--- config.mk ---
export PLATFORM = sky130hd
export DESIGN_NAME = filter_expression_lexer_top
export DESIGN_NICKNAME = d
export VERILOG_FILES = /design/src/sv/fel_pkg.sv /design/src/sv/fel_ctrl.sv /design/src/sv/fel_dp.sv /design/src/sv/filter_expression_lexer_top.sv
export VERILOG_INCLUDE_DIRS = /design/src /design/src/sv
export SDC_FILE = /design/constraint.sdc
export NUM_CORES = 1
export LEC_CHECK = 0
export BUFFER_PORTS_ARGS = -buffer_cell sky130_fd_sc_hd__buf_2
export CAP_MARGIN = 20
export CORE_MARGIN = 2
export CORE_UTILIZATION = 23
export DETAILED_ROUTE_END_ITERATION = 7
export HOLD_SLACK_MARGIN = 0.12
export SKIP_LAST_GASP = 1
export SLEW_MARGIN = 5
export SYNTH_ARGS = -nofsm -noshare
export SYNTH_HDL_FRONTEND = slang
export SYNTH_SLANG_ARGS = --single-unit
export TNS_END_PERCENT = 20
--- constraint.sdc ---
create_clock -name aclk -period 24.6 [get_ports aclk]
set_clock_uncertainty 0.05 [all_clocks]
set_input_delay 2.46 -clock aclk [delete_from_list [all_inputs] [get_ports aclk]]
set_output_delay 2.46 -clock aclk [all_outputs]
set_load 0.01 [all_outputs]
--- src/sv/filter_expression_lexer_top_defines.svh ---
// ----------------------------------------------------------------------------
// Filter expression lexer assertion macros
// Concurrent check macros used by the lexer top level.
// ----------------------------------------------------------------------------
`ifndef FILTER_EXPRESSION_LEXER_TOP_DEFINES_SVH
`define FILTER_EXPRESSION_LEXER_TOP_DEFINES_SVH

`ifndef NO_ASSERTIONS

// Same-cycle implication, disabled during reset
`define FEL_ASSERT_IMPLY(lbl, clk, rstn, ante, cons, msg) \
    lbl: assert property (@(posedge clk) disable iff (!rstn) (ante) |-> (cons)) \
        else $error(msg);

// Next-cycle implication, disabled during reset
`define FEL_ASSERT_NEXT(lbl, clk, rstn, ante, cons, msg) \
    lbl: assert property (@(posedge clk) disable iff (!rstn) (ante) |=> (cons)) \
        else $error(msg);

`else

`define FEL_ASSERT_IMPLY(lbl, clk, rstn, ante, cons, msg)
`define FEL_ASSERT_NEXT(lbl, clk, rstn, ante, cons, msg)

`endif

`endif

--- src/sv/fel_pkg.sv ---
// ----------------------------------------------------------------------------
// Filter expression lexer package
// Shared constants, codes, character classification and control structs.
// ----------------------------------------------------------------------------
package fel_pkg;

    localparam int TEXT_MAX   = 32;
    localparam int POS_WIDTH  = 16;
    localparam int TEXT_IDX_W = $clog2(TEXT_MAX);
    localparam int TEXT_CNT_W = $clog2(TEXT_MAX + 1);
    localparam int INT_WIDTH  = 63;
    localparam int ACC_WIDE_W = INT_WIDTH + 4;

    localparam logic [POS_WIDTH-1:0] POS_MAX = {POS_WIDTH{1'b1}};
    localparam logic [INT_WIDTH-1:0] INT_MAX = {INT_WIDTH{1'b1}};

    localparam logic [7:0] CH_LF = 8'h0A;
    localparam logic [7:0] CH_D  = 8'h64;
    localparam logic [7:0] CH_E  = 8'h65;
    localparam logic [7:0] CH_R  = 8'h72;

    typedef enum logic [3:0] {
        K_LPAR, K_RPAR, K_LSQUARE, K_RSQUARE, K_COMMA, K_SEMICOLON, K_COLON,
        K_DOLLAR, K_DER, K_IDENT, K_INT, K_REGEX, K_EOF, K_ERROR
    } kind_t;

    typedef enum logic [1:0] {
        ERR_NONE, ERR_UNEXPECTED, ERR_REGEX_EOF
    } err_t;

    typedef enum logic [2:0] {
        M_NORMAL, M_IDENT, M_NUMBER, M_REGEX, M_END
    } mode_t;

    typedef enum logic [1:0] {
        ST_IDLE, ST_READ, ST_SEND
    } state_t;

    typedef enum logic [2:0] {
        CC_NUL, CC_SPACE, CC_ALPHA, CC_DIGIT, CC_DOT, CC_SLASH, CC_SYM, CC_OTHER
    } cclass_t;

    typedef struct packed {
        cclass_t cur_class;
        cclass_t nxt_class;
        kind_t   cur_sym;
        logic    out_last;
    } fel_status_t;

    typedef struct packed {
        logic  shift;
        logic  advance;
        logic  mark_start;
        logic  mark_stop;
        logic  text_clear;
        logic  text_push;
        logic  acc_clear;
        logic  acc_step;
        logic  tok_load;
        kind_t tok_kind;
        err_t  tok_err;
        logic  tok_text;
        logic  tok_int;
        logic  idx_clear;
        logic  idx_inc;
        logic  read_en;
        logic  load_out;
    } fel_cmd_t;

    function automatic cclass_t char_class(input logic [7:0] c);
        cclass_t cls;
        case (c) inside
            8'h00:                                        cls = CC_NUL;
            8'h20, [8'h09:8'h0D]:                         cls = CC_SPACE;
            [8'h61:8'h7A], [8'h41:8'h5A], 8'h5F:          cls = CC_ALPHA;
            [8'h30:8'h39]:                                cls = CC_DIGIT;
            8'h2E:                                        cls = CC_DOT;
            8'h2F:                                        cls = CC_SLASH;
            8'h28, 8'h29, 8'h5B, 8'h5D, 8'h2C, 8'h3B,
            8'h3A, 8'h24:                                 cls = CC_SYM;
            default:                                      cls = CC_OTHER;
        endcase
        return cls;
    endfunction

    function automatic kind_t sym_kind(input logic [7:0] c);
        kind_t k;
        case (c)
            8'h28:   k = K_LPAR;
            8'h29:   k = K_RPAR;
            8'h5B:   k = K_LSQUARE;
            8'h5D:   k = K_RSQUARE;
            8'h2C:   k = K_COMMA;
            8'h3B:   k = K_SEMICOLON;
            8'h3A:   k = K_COLON;
            8'h24:   k = K_DOLLAR;
            default: k = K_ERROR;
        endcase
        return k;
    endfunction

endpackage

--- src/sv/fel_ctrl.sv ---
// ----------------------------------------------------------------------------
// Filter expression lexer controller
// Handshake sequencer and lexer mode machine; drives datapath commands.
// ----------------------------------------------------------------------------
module fel_ctrl import fel_pkg::*; (
    input  logic        aclk,
    input  logic        aresetn,
    input  logic        s_valid,
    output logic        s_ready,
    output logic        m_valid,
    input  logic        m_ready,
    input  fel_status_t status,
    output fel_cmd_t    cmd
);

    state_t state_reg, state_next;
    mode_t  mode_reg, mode_next;
    logic   primed_reg;
    logic   accept;

    // Per-byte decode results
    logic   dec_emit;
    kind_t  dec_kind;
    err_t   dec_err;
    logic   dec_text;
    logic   dec_int;
    logic   dec_mark_start;
    logic   dec_mark_stop;
    logic   dec_text_clear;
    logic   dec_text_push;
    logic   dec_acc_clear;
    logic   dec_acc_step;
    logic   ident_cont;

    assign accept     = s_valid && (state_reg == ST_IDLE);
    assign ident_cont = (status.nxt_class == CC_ALPHA) || (status.nxt_class == CC_DIGIT) ||
                        (status.nxt_class == CC_DOT);

    // Decode the current byte against the lexer mode
    always_comb begin
        dec_emit       = 1'b0;
        dec_kind       = K_EOF;
        dec_err        = ERR_NONE;
        dec_text       = 1'b0;
        dec_int        = 1'b0;
        dec_mark_start = 1'b0;
        dec_mark_stop  = 1'b0;
        dec_text_clear = 1'b0;
        dec_text_push  = 1'b0;
        dec_acc_clear  = 1'b0;
        dec_acc_step   = 1'b0;
        mode_next      = mode_reg;
        case (mode_reg)
            M_NORMAL: begin
                if (status.cur_class != CC_SPACE) begin
                    dec_mark_start = 1'b1;
                    dec_mark_stop  = 1'b1;
                    case (status.cur_class)
                        CC_ALPHA: begin
                            dec_text_clear = 1'b1;
                            dec_text_push  = 1'b1;
                            if (!ident_cont) begin
                                dec_emit = 1'b1;
                                dec_kind = K_IDENT;
                                dec_text = 1'b1;
                            end else begin
                                mode_next = M_IDENT;
                            end
                        end
                        CC_DIGIT: begin
                            dec_acc_clear = 1'b1;
                            dec_acc_step  = 1'b1;
                            if (status.nxt_class != CC_DIGIT) begin
                                dec_emit = 1'b1;
                                dec_kind = K_INT;
                                dec_int  = 1'b1;
                            end else begin
                                mode_next = M_NUMBER;
                            end
                        end
                        CC_SLASH: begin
                            dec_text_clear = 1'b1;
                            mode_next      = M_REGEX;
                        end
                        CC_NUL: begin
                            dec_emit  = 1'b1;
                            dec_kind  = K_EOF;
                            mode_next = M_END;
                        end
                        CC_SYM: begin
                            dec_emit = 1'b1;
                            dec_kind = status.cur_sym;
                        end
                        default: begin
                            dec_emit = 1'b1;
                            dec_kind = K_ERROR;
                            dec_err  = ERR_UNEXPECTED;
                        end
                    endcase
                end
            end
            M_IDENT: begin
                dec_mark_stop = 1'b1;
                dec_text_push = 1'b1;
                if (!ident_cont) begin
                    dec_emit  = 1'b1;
                    dec_kind  = K_IDENT;
                    dec_text  = 1'b1;
                    mode_next = M_NORMAL;
                end
            end
            M_NUMBER: begin
                if (status.cur_class == CC_DIGIT) begin
                    dec_mark_stop = 1'b1;
                    dec_acc_step  = 1'b1;
                end
                if (status.nxt_class != CC_DIGIT) begin
                    dec_mark_stop = 1'b1;
                    dec_emit      = 1'b1;
                    dec_kind      = K_INT;
                    dec_int       = 1'b1;
                    mode_next     = M_NORMAL;
                end
            end
            M_REGEX: begin
                if (status.cur_class == CC_SLASH) begin
                    dec_mark_stop = 1'b1;
                    dec_emit      = 1'b1;
                    dec_kind      = K_REGEX;
                    dec_text      = 1'b1;
                    mode_next     = M_NORMAL;
                end else if (status.cur_class == CC_NUL) begin
                    dec_mark_stop = 1'b1;
                    dec_emit      = 1'b1;
                    dec_kind      = K_ERROR;
                    dec_err       = ERR_REGEX_EOF;
                    mode_next     = M_END;
                end else begin
                    dec_text_push = 1'b1;
                end
            end
            default: begin
                // end of input reached: repeat eof
                dec_emit = 1'b1;
                dec_kind = K_EOF;
            end
        endcase
    end

    // Next state
    always_comb begin
        state_next = state_reg;
        case (state_reg)
            ST_IDLE: begin
                if (accept && primed_reg && dec_emit) begin
                    state_next = ST_READ;
                end
            end
            ST_READ: begin
                state_next = ST_SEND;
            end
            ST_SEND: begin
                if (m_ready) begin
                    state_next = status.out_last ? ST_IDLE : ST_READ;
                end
            end
            default: begin
                state_next = ST_IDLE;
            end
        endcase
    end

    // Command outputs
    always_comb begin
        cmd = '0;
        cmd.tok_kind = dec_kind;
        cmd.tok_err  = dec_err;
        cmd.tok_text = dec_text;
        cmd.tok_int  = dec_int;
        case (state_reg)
            ST_IDLE: begin
                if (accept) begin
                    cmd.shift = 1'b1;
                    if (primed_reg) begin
                        cmd.advance    = 1'b1;
                        cmd.mark_start = dec_mark_start;
                        cmd.mark_stop  = dec_mark_stop;
                        cmd.text_clear = dec_text_clear;
                        cmd.text_push  = dec_text_push;
                        cmd.acc_clear  = dec_acc_clear;
                        cmd.acc_step   = dec_acc_step;
                        cmd.tok_load   = dec_emit;
                        cmd.idx_clear  = dec_emit;
                    end
                end
            end
            ST_READ: begin
                cmd.read_en  = 1'b1;
                cmd.load_out = 1'b1;
            end
            ST_SEND: begin
                cmd.idx_inc = m_ready && !status.out_last;
            end
            default: begin
                cmd = '0;
            end
        endcase
    end

    assign s_ready = (state_reg == ST_IDLE);
    assign m_valid = (state_reg == ST_SEND);

    // Hold state, mode and priming flag
    always_ff @(posedge aclk) begin
        if (!aresetn) begin
            state_reg  <= ST_IDLE;
            mode_reg   <= M_NORMAL;
            primed_reg <= 1'b0;
        end else begin
            state_reg <= state_next;
            if (accept) begin
                primed_reg <= 1'b1;
                if (primed_reg) begin
                    mode_reg <= mode_next;
                end
            end
        end
    end

endmodule

--- src/sv/fel_dp.sv ---
// ----------------------------------------------------------------------------
// Filter expression lexer datapath
// Lookahead, position counters, text buffer, integer accumulator and the
// result register.
// ----------------------------------------------------------------------------
module fel_dp import fel_pkg::*; (
    input  logic                  aclk,
    input  logic                  aresetn,
    input  logic [7:0]            s_ch,
    input  fel_cmd_t              cmd,
    output fel_status_t           status,
    output logic [3:0]            m_kind,
    output logic [1:0]            m_error_code,
    output logic [POS_WIDTH-1:0]  m_begin_line,
    output logic [POS_WIDTH-1:0]  m_begin_col,
    output logic [POS_WIDTH-1:0]  m_end_line,
    output logic [POS_WIDTH-1:0]  m_end_col,
    output logic [INT_WIDTH-1:0]  m_int_value,
    output logic [7:0]            m_text_byte,
    output logic [TEXT_CNT_W-1:0] m_text_length,
    output logic                  m_text_truncated,
    output logic                  m_last
);

    // Lexer state
    logic [7:0]            look_reg;
    logic [POS_WIDTH-1:0]  line_reg, line_next;
    logic [POS_WIDTH-1:0]  col_reg, col_next;
    logic [POS_WIDTH-1:0]  sline_reg, scol_reg, eline_reg, ecol_reg;
    logic [TEXT_CNT_W-1:0] cnt_reg, cnt_base;
    logic                  ovf_reg, ovf_base;
    logic                  der_reg, der_next;
    logic [INT_WIDTH-1:0]  acc_reg, acc_base, acc_next;
    logic [ACC_WIDE_W-1:0] acc_wide;
    logic                  push_ok;

    logic [7:0]            text_mem [TEXT_MAX];

    // Token and emission registers
    kind_t                 tok_kind_reg;
    err_t                  tok_err_reg;
    logic                  tok_text_reg;
    logic                  tok_int_reg;
    logic [TEXT_IDX_W-1:0] idx_reg;
    logic [7:0]            rd_data_reg;
    logic [TEXT_CNT_W-1:0] n_now;
    logic [TEXT_CNT_W-1:0] runs_now;
    logic                  der_hit;

    kind_t                 out_kind_reg;
    err_t                  out_err_reg;
    logic [POS_WIDTH-1:0]  out_bline_reg, out_bcol_reg, out_eline_reg, out_ecol_reg;
    logic [INT_WIDTH-1:0]  out_int_reg;
    logic [TEXT_CNT_W-1:0] out_len_reg;
    logic                  out_trunc_reg;
    logic                  out_last_reg;

    // Status back to the controller
    assign status.cur_class = char_class(look_reg);
    assign status.nxt_class = char_class(s_ch);
    assign status.cur_sym   = sym_kind(look_reg);
    assign status.out_last  = out_last_reg;

    // Advance line and column, saturating
    always_comb begin
        line_next = line_reg;
        col_next  = col_reg;
        if (cmd.advance) begin
            if (col_reg != POS_MAX) begin
                col_next = col_reg + POS_WIDTH'(1);
            end
            if (look_reg == CH_LF) begin
                col_next = '0;
                if (line_reg != POS_MAX) begin
                    line_next = line_reg + POS_WIDTH'(1);
                end
            end
        end
    end

    // Text buffer fill and keyword match
    assign cnt_base = cmd.text_clear ? '0 : cnt_reg;
    assign ovf_base = cmd.text_clear ? 1'b0 : ovf_reg;
    assign push_ok  = cnt_base < TEXT_CNT_W'(TEXT_MAX);

    always_comb begin
        if (cnt_base == TEXT_CNT_W'(0)) begin
            der_next = (look_reg == CH_D);
        end else if (cnt_base == TEXT_CNT_W'(1)) begin
            der_next = der_reg && (look_reg == CH_E);
        end else if (cnt_base == TEXT_CNT_W'(2)) begin
            der_next = der_reg && (look_reg == CH_R);
        end else begin
            der_next = 1'b0;
        end
    end

    // Decimal accumulate with saturation: acc * 10 + digit
    assign acc_base = cmd.acc_clear ? '0 : acc_reg;
    assign acc_wide = (ACC_WIDE_W'(acc_base) << 3) + (ACC_WIDE_W'(acc_base) << 1) +
                      ACC_WIDE_W'(look_reg[3:0]);
    assign acc_next = (|acc_wide[ACC_WIDE_W-1:INT_WIDTH]) ? INT_MAX
                                                          : acc_wide[INT_WIDTH-1:0];

    // Update lexer state on each transfer
    always_ff @(posedge aclk) begin
        if (!aresetn) begin
            look_reg  <= '0;
            line_reg  <= POS_WIDTH'(1);
            col_reg   <= '0;
            sline_reg <= POS_WIDTH'(1);
            scol_reg  <= '0;
            eline_reg <= POS_WIDTH'(1);
            ecol_reg  <= '0;
            cnt_reg   <= '0;
            ovf_reg   <= 1'b0;
            der_reg   <= 1'b0;
            acc_reg   <= '0;
        end else begin
            if (cmd.shift) begin
                look_reg <= s_ch;
            end
            line_reg <= line_next;
            col_reg  <= col_next;
            if (cmd.mark_start) begin
                sline_reg <= line_next;
                scol_reg  <= col_next;
            end
            if (cmd.mark_stop) begin
                eline_reg <= line_next;
                ecol_reg  <= col_next;
            end
            if (cmd.text_push) begin
                if (push_ok) begin
                    cnt_reg <= cnt_base + TEXT_CNT_W'(1);
                    der_reg <= der_next;
                    ovf_reg <= ovf_base;
                end else begin
                    cnt_reg <= cnt_base;
                    ovf_reg <= 1'b1;
                end
            end else if (cmd.text_clear) begin
                cnt_reg <= '0;
                ovf_reg <= 1'b0;
            end
            if (cmd.acc_step) begin
                acc_reg <= acc_next;
            end
        end
    end

    // Text buffer memory: one write, one registered read
    always_ff @(posedge aclk) begin
        if (cmd.text_push && push_ok) begin
            text_mem[cnt_base[TEXT_IDX_W-1:0]] <= look_reg;
        end
        if (cmd.read_en) begin
            rd_data_reg <= text_mem[idx_reg];
        end
    end

    // Capture token description and step through its text
    always_ff @(posedge aclk) begin
        if (cmd.tok_load) begin
            tok_kind_reg <= cmd.tok_kind;
            tok_err_reg  <= cmd.tok_err;
            tok_text_reg <= cmd.tok_text;
            tok_int_reg  <= cmd.tok_int;
        end
        if (cmd.idx_clear) begin
            idx_reg <= '0;
        end else if (cmd.idx_inc) begin
            idx_reg <= idx_reg + TEXT_IDX_W'(1);
        end
    end

    assign n_now    = tok_text_reg ? cnt_reg : '0;
    assign runs_now = (n_now == '0) ? TEXT_CNT_W'(1) : n_now;
    assign der_hit  = der_reg && !ovf_reg && (cnt_reg == TEXT_CNT_W'(3));

    // Load the result register
    always_ff @(posedge aclk) begin
        if (cmd.load_out) begin
            out_kind_reg  <= (tok_kind_reg == K_IDENT && der_hit) ? K_DER : tok_kind_reg;
            out_err_reg   <= tok_err_reg;
            out_bline_reg <= sline_reg;
            out_bcol_reg  <= scol_reg;
            out_eline_reg <= eline_reg;
            out_ecol_reg  <= ecol_reg;
            out_int_reg   <= tok_int_reg ? acc_reg : '0;
            out_len_reg   <= n_now;
            out_trunc_reg <= tok_text_reg && ovf_reg;
            out_last_reg  <= (TEXT_CNT_W'(idx_reg) + TEXT_CNT_W'(1)) == runs_now;
        end
    end

    assign m_kind           = out_kind_reg;
    assign m_error_code     = out_err_reg;
    assign m_begin_line     = out_bline_reg;
    assign m_begin_col      = out_bcol_reg;
    assign m_end_line       = out_eline_reg;
    assign m_end_col        = out_ecol_reg;
    assign m_int_value      = out_int_reg;
    assign m_text_byte      = (out_len_reg != '0) ? rd_data_reg : 8'h00;
    assign m_text_length    = out_len_reg;
    assign m_text_truncated = out_trunc_reg;
    assign m_last           = out_last_reg;

endmodule

--- src/sv/filter_expression_lexer_top.sv ---
// ----------------------------------------------------------------------------
// Filter expression lexer top level
// Byte-in, token-out lexer with one byte of lookahead.
// ----------------------------------------------------------------------------
// The first byte after reset only loads the lookahead and produces nothing.
// Every later byte is taken in the idle state; a byte that ends no token
// (blank, or inside an identifier, number or regex) is done as it is taken
// and the next byte can be taken right after. A byte that ends a token
// starts a run of results, one per buffered text byte (one result for
// tokens without text). For each result the text buffer is read, then the
// result is presented and held while m_ready stays low; no byte is taken
// until the run's last result has been transferred.
// ----------------------------------------------------------------------------
`include "filter_expression_lexer_top_defines.svh"

module filter_expression_lexer_top import fel_pkg::*; (
    input  logic                  aclk,
    input  logic                  aresetn,
    input  logic                  s_valid,
    output logic                  s_ready,
    input  logic [7:0]            s_ch,
    output logic                  m_valid,
    input  logic                  m_ready,
    output logic [3:0]            m_kind,
    output logic [1:0]            m_error_code,
    output logic [POS_WIDTH-1:0]  m_begin_line,
    output logic [POS_WIDTH-1:0]  m_begin_col,
    output logic [POS_WIDTH-1:0]  m_end_line,
    output logic [POS_WIDTH-1:0]  m_end_col,
    output logic [INT_WIDTH-1:0]  m_int_value,
    output logic [7:0]            m_text_byte,
    output logic [TEXT_CNT_W-1:0] m_text_length,
    output logic                  m_text_truncated,
    output logic                  m_last
);

    fel_cmd_t    cmd;
    fel_status_t status;

    // Sequencer and mode machine
    fel_ctrl u_ctrl (
        .aclk    (aclk),
        .aresetn (aresetn),
        .s_valid (s_valid),
        .s_ready (s_ready),
        .m_valid (m_valid),
        .m_ready (m_ready),
        .status  (status),
        .cmd     (cmd)
    );

    // Lexer state and result register
    fel_dp u_dp (
        .aclk             (aclk),
        .aresetn          (aresetn),
        .s_ch             (s_ch),
        .cmd              (cmd),
        .status           (status),
        .m_kind           (m_kind),
        .m_error_code     (m_error_code),
        .m_begin_line     (m_begin_line),
        .m_begin_col      (m_begin_col),
        .m_end_line       (m_end_line),
        .m_end_col        (m_end_col),
        .m_int_value      (m_int_value),
        .m_text_byte      (m_text_byte),
        .m_text_length    (m_text_length),
        .m_text_truncated (m_text_truncated),
        .m_last           (m_last)
    );

    // Input is never taken while a result is on offer
    `FEL_ASSERT_IMPLY(a_no_overlap, aclk, aresetn, s_ready, !m_valid, "input ready during result")

    // A run that is not finished keeps the input closed
    `FEL_ASSERT_NEXT(a_run_holds, aclk, aresetn, m_valid && m_ready && !m_last, !s_ready, "input opened mid-run")

    // Text length never exceeds the buffer
    `FEL_ASSERT_IMPLY(a_len_bound, aclk, aresetn, m_valid, m_text_length <= TEXT_CNT_W'(TEXT_MAX), "text length too large")

    // Tokens without text are single results
    `FEL_ASSERT_IMPLY(a_single_run, aclk, aresetn, m_valid && (m_kind != K_IDENT) && (m_kind != K_DER) && (m_kind != K_REGEX), m_last && (m_text_length == '0), "textless token not single")

endmodule

==> results of run 1 <==
==> worst reg2reg max path, stage by stage, from the launching register on <==
cell and delay (ns):
dfxtp_1 0.41, nor2_1 0.62, and2_1 0.45, and3_1 0.24, nand2_2 0.56, and2_1 0.47
inv_1 0.08, fa_1 0.42, inv_1 0.12, ha_1 0.18, a211oi_2 0.08, o211a_1 0.26
o211ai_1 0.30, a311o_1 0.31, a41o_1 0.32, a21oi_4 0.10, o21ai_2 0.21, a32o_1 0.20
a21oi_1 0.12, o31ai_4 0.74, buf_4 0.61, a21oi_1 0.18
==> power by group through the flow <==
stage          Clock (µW)  Sequential, µW  Combinational, µW
6_report              998            1100                101
5_1_grt              1060            1100                110
4_1_cts              1020            1100                102
3_5_place_dp            0            1120                102
3_3_place_gp            0            1120                101
2_1_floorplan           0            1130               64.0
==> final cells by class <==
| type | count | area, µm² |
|---|---|---|
| fillers | 12500 | 87100 |
| flip-flops and latches | 599 | 16100 |
| multi-input cells | 1493 | 10900 |
| well taps | 1612 | 2020 |
| clock buffers | 82 | 1810 |
| repair buffers | 185 | 987 |
| clock inverters | 39 | 402 |
| inverters | 33 | 125 |
| diodes | 2 | 5.00 |
==> path summary, 6_finish.rpt <==
kind                          to           startpoint  cells past startpoint  slack, ns
max              u_dp.acc_reg[1]              s_valid                     21      16.54
min          u_dp.m_begin_col[5]     u_dp.scol_reg[5]                      0       0.37
max reg2reg      u_dp.acc_reg[1]  u_ctrl.state_reg[1]                     21      17.40
min reg2reg  u_dp.m_begin_col[5]     u_dp.scol_reg[5]                      0       0.37
==> cell families after synthesis <==
| group | synth area share, % |
|---|---|
| AOI/OAI and AO/OA | 10.2 |
| xor gates and xnor gates | 3.01 |
| adders and majority gates | 6.13 |
| buffers and inverters | 2.23 |
| DFF | 58.4 |
| muxes | 7.65 |
| and+or+nand+nor | 12.4 |
==> per-layer routing <==
metal | vias to the layer above | part of all wire, %
met3 | 82 | 5.6
met5 | - | 0.033
met1 | 8918 | 46
li1 | 8628 | -
met2 | 421 | 46
met4 | 4 | 1.7
==> Yosys cell counts, drive strengths merged, types with 10 or more instances <==
cell	number
and2	148
a211oi	35
nand2b	14
a31oi	11
mux2i	21
o211ai	10
buf	15
mux4	80
nor3	33
a21oi	182
nor4	10
nand3	33
edfxtp	413
clkbuf	103
and3	22
ha	132
xor2	52
nor2b	10
nand4	36
dfxtp	186
inv	33
a21o	40
nand2	152
nor2	199
xnor2	43
o21ai	129
==> per-stage QoR <==
| stage | total power, µW | hold WS (ns) | std cells |
|---|---|---|---|
| floorplan | 1190 | 0.350 | 2243 |
| global placement | 1220 | 0.358 | 3921 |
| detailed placement | 1220 | 0.365 | 3921 |
| CTS | 2220 | 0.370 | 4042 |
| global route | 2280 | 0.383 | 4043 |
| finish | 2200 | 0.373 | 4045 |
==> impl_metrics.py, run 1 <==
metrics = {
    "synth": {
        "synth-seq-cells": 599,
        "synth_top_area_cell": "edfxtp_1",
        "synth_edf_count": 413,
        "ys.flop_type": "edfxtp_1",
        "ys_async_sr_fraction_pct": 0,
        "syn_nets": 2389,
        "syn-instance-count": 2243,
        "ys_warn_count": 0,
        "yosysTopAreaCellShare_pct": 44.9,
        "syn_area_um2": 27600,
        "seq_area_frac_synth_pct": 58.4,
        "avgSynthCellArea_um2": 12.3,
        "synth_cell_types": 71,
        "synth.area.top_cells": "edfxtp_1 45%, dfxtp_1 13%, mux4_2 6.5%",
    },
    "timing": {
        "max_freq_mhz": 124,
        "finalMaxSlewViolations": 0,
        "setup_ws_ns": 16.54,
        "min_period_over_period_pct": 32.8,
        "slew-limit-headroom_pct": 30.2,
        "tightest_slew_ns": 1.05,
        "period_needed_ns": 8.06,
        "hold_violations": 0,
        "setup_viol": 0,
        "final.setup.tns_ns": 0,
        "rsz0062_at_grt": "false",
    },
    "die": {
        "start_util_pct": 23.1,
        "rows": 127,
        "die_w_um": 350,
        "fp.dieH_um": 350,
        "io_pins": 163,
        "core_area_um2": 119000,
        "dieArea_um2": 123000,
    },
    "drt": {
        "drtAntennaViolNets": 0,
        "routed-via-count": 18100,
        "wire_per_inst_um": 17.3,
        "drc": 0,
        "wirelength_um": 69900,
        "first_pass_iters": 5,
        "drtIter0Drc": 1397,
        "via_per_inst": 4.46,
    },
    "grt": {
        "antenna_found_initial": 9,
        "grt_first_pass_wirelength_um": 106000,
        "grt_start_max_net_pins": 95,
        "use_met1_pct": 15.3,
        "overflow": 0,
        "grt_usage_pct": 11.1,
        "grtUsageMet3_pct": 2.24,
        "grt.met2_usage_pct": 17.8,
        "first_global_vias": 17600,
        "top_usage_layer": "met2",
    },
    "worst_setup_path": {
        "worstPathRequired_ns": 25.00,
        "critPathBufInv": 4,
        "worst-path-max-fanout": 63,
        "timing.critical_path.slowest_cell_delay_ns": 0.74,
        "cp_top_family": "compound AO/OA/AOI/OAI gates",
        "start_kind": "primary input",
        "cp_cell_sequence": "buf_2 > and2_1 > and3_1 > nand2_2 > and2_1 > inv_1 > fa_1 > inv_1 > ha_1 > a211oi_2 > o211a_1 > o211ai_1 > a311o_1 > a41o_1 > a21oi_4 > o21ai_2 > a32o_1 > a21oi_1 > o31ai_4 > buf_4 > a21oi_1",
        "crit_path_top_delay_cell": "o31ai_4",
        "arrival_ns": 8.46,
        "cp-end-kind": "flip-flop",
        "criticalPathCategory": "primary input to flip-flop",
    },
    "layout": {
        "layout_common_cells": "413 x edfxtp_1, 198 x nor2_1, 184 x dfxtp_1, 171 x a21oi_1, 162 x buf_2",
        "post-route-util_pct": 27.1,
        "layout_commonest_cell": "edfxtp_1",
        "area_delta_synth_final_pct": 17.2,
        "largest_reg_flops": 256,
        "final_nets": 2524,
        "drive_gt1_share_pct": 16.6,
        "fin_area_um2": 32400,
    },
    "status": {
        "outcome": "finished clean",
    },
    "clocking": {
        "post_cts_buffers": 0,
        "clkLatencyLatePin_ns": 0.62,
        "cts.repair.resized": 0,
        "cts_tree": "yes",
        "cts.sinks": 599,
        "clockRootBuffer": "clkbuf_16",
        "cts-hold-fix-buffers": 0,
        "clk_pin_slew_ns": 0.06,
        "clock_path_buffers": 3,
        "numCtsBuffers": 66,
        "htreeDepth": 3,
    },
    "power": {
        "switching_share_pct": 22.3,
        "p_clk_share_pct": 45.4,
        "internal-power_uw": 1710,
        "p_leak_uw": 0.0120,
        "power_frac_seq_pct": 50.0,
        "power_density_nw_per_um2": 68.0,
        "vdd_drop_max_mv": 0.0374,
        "power.net_switching_uw": 491,
        "comb_power_share_pct": 4.6,
    },
    "placement": {
        "routabilityCongestion": 0.829,
        "post-dp-hpwl_um": 48400,
        "dp_worst_setup_slack_ns": 15.86,
        "place_area_um2": 30100,
        "io_buffers": 162,
    },
    "run": {
        "drv_cap": 0,
    },
    "min_path": {
        "hold_class": "flip-flop to flip-flop",
    },
}
Note: power is estimated with default switching activity, not from simulation.
==> inputs of run 2 (changes only) <==
--- a/config.mk
+++ b/config.mk
@@ -6,6 +6,7 @@
 export SDC_FILE = /design/constraint.sdc
 export NUM_CORES = 1
 export LEC_CHECK = 0
+export ABC_AREA = 1
 export BUFFER_PORTS_ARGS = -buffer_cell sky130_fd_sc_hd__buf_2
 export CAP_MARGIN = 20
 export CORE_MARGIN = 2
==> constraint.sdc (replaced) <==
create_clock -name aclk -period 8.3 [get_ports aclk]
set_clock_uncertainty 0.05 [all_clocks]
set_input_delay 0.83 -clock aclk [delete_from_list [all_inputs] [get_ports aclk]]
set_output_delay 0.83 -clock aclk [all_outputs]
set_load 0.01 [all_outputs]
==> run 2 against run 1 <==
Effect of this change:
- first-iteration DRC count increased by 44%
- critical path depth is 7 higher
- area after synthesis up 14%
- highest routed layer unchanged
- setup slack lost 14 ns
- register-to-register slack lost 15 ns
- final area is 13% higher
==> impl_metrics.py, run 2 <==
metrics = {
    "status": {
        "outcome": "finished clean",
    },
    "grt": {
        "first_global_vias": 24900,
        "grt_start_max_net_pins": 126,
        "overflow": 0,
        "grt_first_pass_wirelength_um": 145000,
        "antenna_found_initial": 7,
        "grt_usage_pct": 13.2,
    },
    "synth": {
        "ys_async_sr_fraction_pct": 0,
        "synth.area.top_cells": "edfxtp_1 39%, dfxtp_1 12%, nand2_1 11%",
        "synth_edf_count": 413,
        "avgSynthCellArea_um2": 8.11,
        "syn-instance-count": 3880,
        "ys.flop_type": "edfxtp_1",
        "seq_area_frac_synth_pct": 51.3,
        "synth_cell_types": 52,
        "yosysTopAreaCellShare_pct": 39.4,
        "synth_top_area_cell": "edfxtp_1",
        "synth_most_common_cell": "nand2_1",
        "synth_commonest_cells": "934 x nand2_1, 606 x inv_1, 564 x nor2_1, 413 x edfxtp_1, 212 x o21ai_0",
        "syn_area_um2": 31500,
        "ys_warn_count": 0,
        "synth-seq-cells": 599,
        "syn_nets": 4026,
    },
    "clocking": {
        "cts.sinks": 599,
        "post_cts_buffers": 0,
        "cts-hold-fix-buffers": 0,
        "clockRootBuffer": "clkbuf_16",
        "htreeDepth": 3,
        "clock_path_buffers": 3,
        "cts.repair.resized": 0,
        "clkLatencyLatePin_ns": 0.66,
        "clk_pin_slew_ns": 0.06,
        "cts_tree": "yes",
        "numCtsBuffers": 71,
    },
    "timing": {
        "finalMaxSlewViolations": 0,
        "min_period_over_period_pct": 70.1,
        "max_freq_mhz": 172,
        "hold_violations": 0,
        "tightest_slew_ns": 0.973,
        "setup_ws_ns": 2.48,
        "setup_viol": 0,
        "period_needed_ns": 5.82,
        "final.setup.tns_ns": 0,
        "rsz0062_at_grt": "false",
        "slew-limit-headroom_pct": 34.9,
    },
    "power": {
        "power.net_switching_uw": 2980,
        "switching_share_pct": 32.5,
        "power_frac_seq_pct": 42.6,
        "p_leak_uw": 0.0168,
        "internal-power_uw": 6200,
        "vdd_drop_max_mv": 0.167,
        "comb_power_share_pct": 21.6,
        "p_clk_share_pct": 35.9,
        "power_density_nw_per_um2": 250,
    },
    "die": {
        "fp.dieH_um": 374,
        "rows": 135,
        "die_w_um": 374,
        "core_area_um2": 136000,
        "dieArea_um2": 140000,
        "start_util_pct": 23.2,
        "io_pins": 163,
    },
    "layout": {
        "area.sequential_um2": 16100,
        "layout_commonest_cell": "nand2_1",
        "largest_reg_flops": 256,
        "area_delta_synth_final_pct": 16.8,
        "layout_common_cells": "933 x nand2_1, 604 x inv_1, 563 x nor2_1, 413 x edfxtp_1, 212 x o21ai_0",
        "fillers": 14600,
        "final_nets": 4162,
        "multiInputGateArea_um2": 12400,
        "fin_area_um2": 36700,
        "final_cells": 5857,
        "drive_gt1_share_pct": 8.79,
    },
    "placement": {
        "post-dp-hpwl_um": 67200,
        "dp_worst_setup_slack_ns": 1.74,
        "routabilityCongestion": 0.981,
        "dp_cells": 5721,
        "place_area_um2": 34200,
        "io_buffers": 162,
    },
    "worst_setup_path": {
        "arrival_ns": 6.31,
        "start_kind": "flip-flop",
        "worstPathRequired_ns": 8.79,
        "crit_path_top_delay_cell": "nor2_4",
        "timing.critical_path.slowest_cell_delay_ns": 0.66,
        "criticalPathCategory": "flip-flop to flip-flop",
        "worst-path-max-fanout": 40,
        "crit_top_cell": "nand2_1",
        "cp-end-kind": "flip-flop",
    },
    "drt": {
        "drtAntennaViolNets": 0,
        "wire_per_inst_um": 16.0,
        "routed-via-count": 25800,
        "via_per_inst": 4.40,
        "drc": 0,
        "drtIter0Drc": 2009,
        "first_pass_iters": 7,
        "wirelength_um": 93700,
    },
    "run": {
        "drv_cap": 0,
    },
    "min_path": {
        "hold_class": "flip-flop to flip-flop",
    },
}
[run 2: cell types whose count changed in the layout (fill, tap and decap cells not counted), moves of 24 or more]
cell,change
nand2_1,+782
and2_1,-148
mux4_2,-80
a211oi_1,-33
nand3_1,+156
o21ai_0,+87
a21o_1,-40
xnor2_1,-40
nor2_1,+365
o22ai_1,+42
inv_1,+572
inv_2,+24
[run 2: path summary, 6_finish.rpt]
| check | from | endpoint | slack (ns) | cells after the start |
|---|---|---|---|---|
| setup / recovery | u_dp.look_reg[3] | u_dp.acc_reg[27] | 2.48 | 28 |
| hold reg to reg | u_dp.ecol_reg[14] | u_dp.m_end_col[14] | 0.36 | 0 |
| setup reg to reg | u_dp.look_reg[3] | u_dp.acc_reg[27] | 2.48 | 28 |
| hold / removal | u_dp.ecol_reg[14] | u_dp.m_end_col[14] | 0.36 | 0 |
[run 2: power by group through the flow]
stage | Sequential, µW | Clock (µW) | Combinational (µW)
6_report | 3900 | 3290 | 1980
5_1_grt | 3940 | 3500 | 2190
4_1_cts | 3920 | 3380 | 1990
3_5_place_dp | 3980 | 0 | 1980
3_3_place_gp | 3980 | 0 | 1960
2_1_floorplan | 4040 | 0 | 1120
[run 2: layer usage]
layer	part of all wire, %	wire [µm]	track usage, %
met5	0.074	69	0
met2	45	42000	21.0
met1	47	43700	18.0
met4	2.5	2300	3.80
met3	5.9	5510	2.62
[run 2: critical path: cells and delay by family (launching register included)]
family / cells / cell delay [ns]
and+or+nand+nor: 19 / 2.92
buffers and inverters: 7 / 1.46
adders and majority gates: 2 / 0.96
DFF: 1 / 0.30
[run 2: stage by stage]
step                power (µW)  util, %  hold WS, ns
floorplan                 5160        -        0.350
global placement          5940     25.2        0.361
detailed placement        5960     25.2        0.362
CTS                       9290     27.0        0.357
global route              9630     27.1        0.372
finish                    9170     27.1        0.360
[run 2: final cells by class]
cell class                 instances  share of cell area (%)
antenna                            3                  0.0204
clock buffer                      88                    5.12
clock inverter                    42                    1.62
inverter                         639                    6.54
multi-input combinational       2517                    33.8
sequential                       599                    43.9
tap                             1781                    6.07
timing repair buffer             188                    2.89
[run 2: logic make-up after synthesis]
| logic type | share of synthesized area (%) |
|---|---|
| AO/OA/AOI/OAI | 9.00 |
| XOR/XNOR | 1.45 |
| adder cells (fa/ha/maj) | 5.38 |
| buffers and inverters | 9.32 |
| flip-flops | 51.3 |
| AND/OR/NAND/NOR | 23.6 |
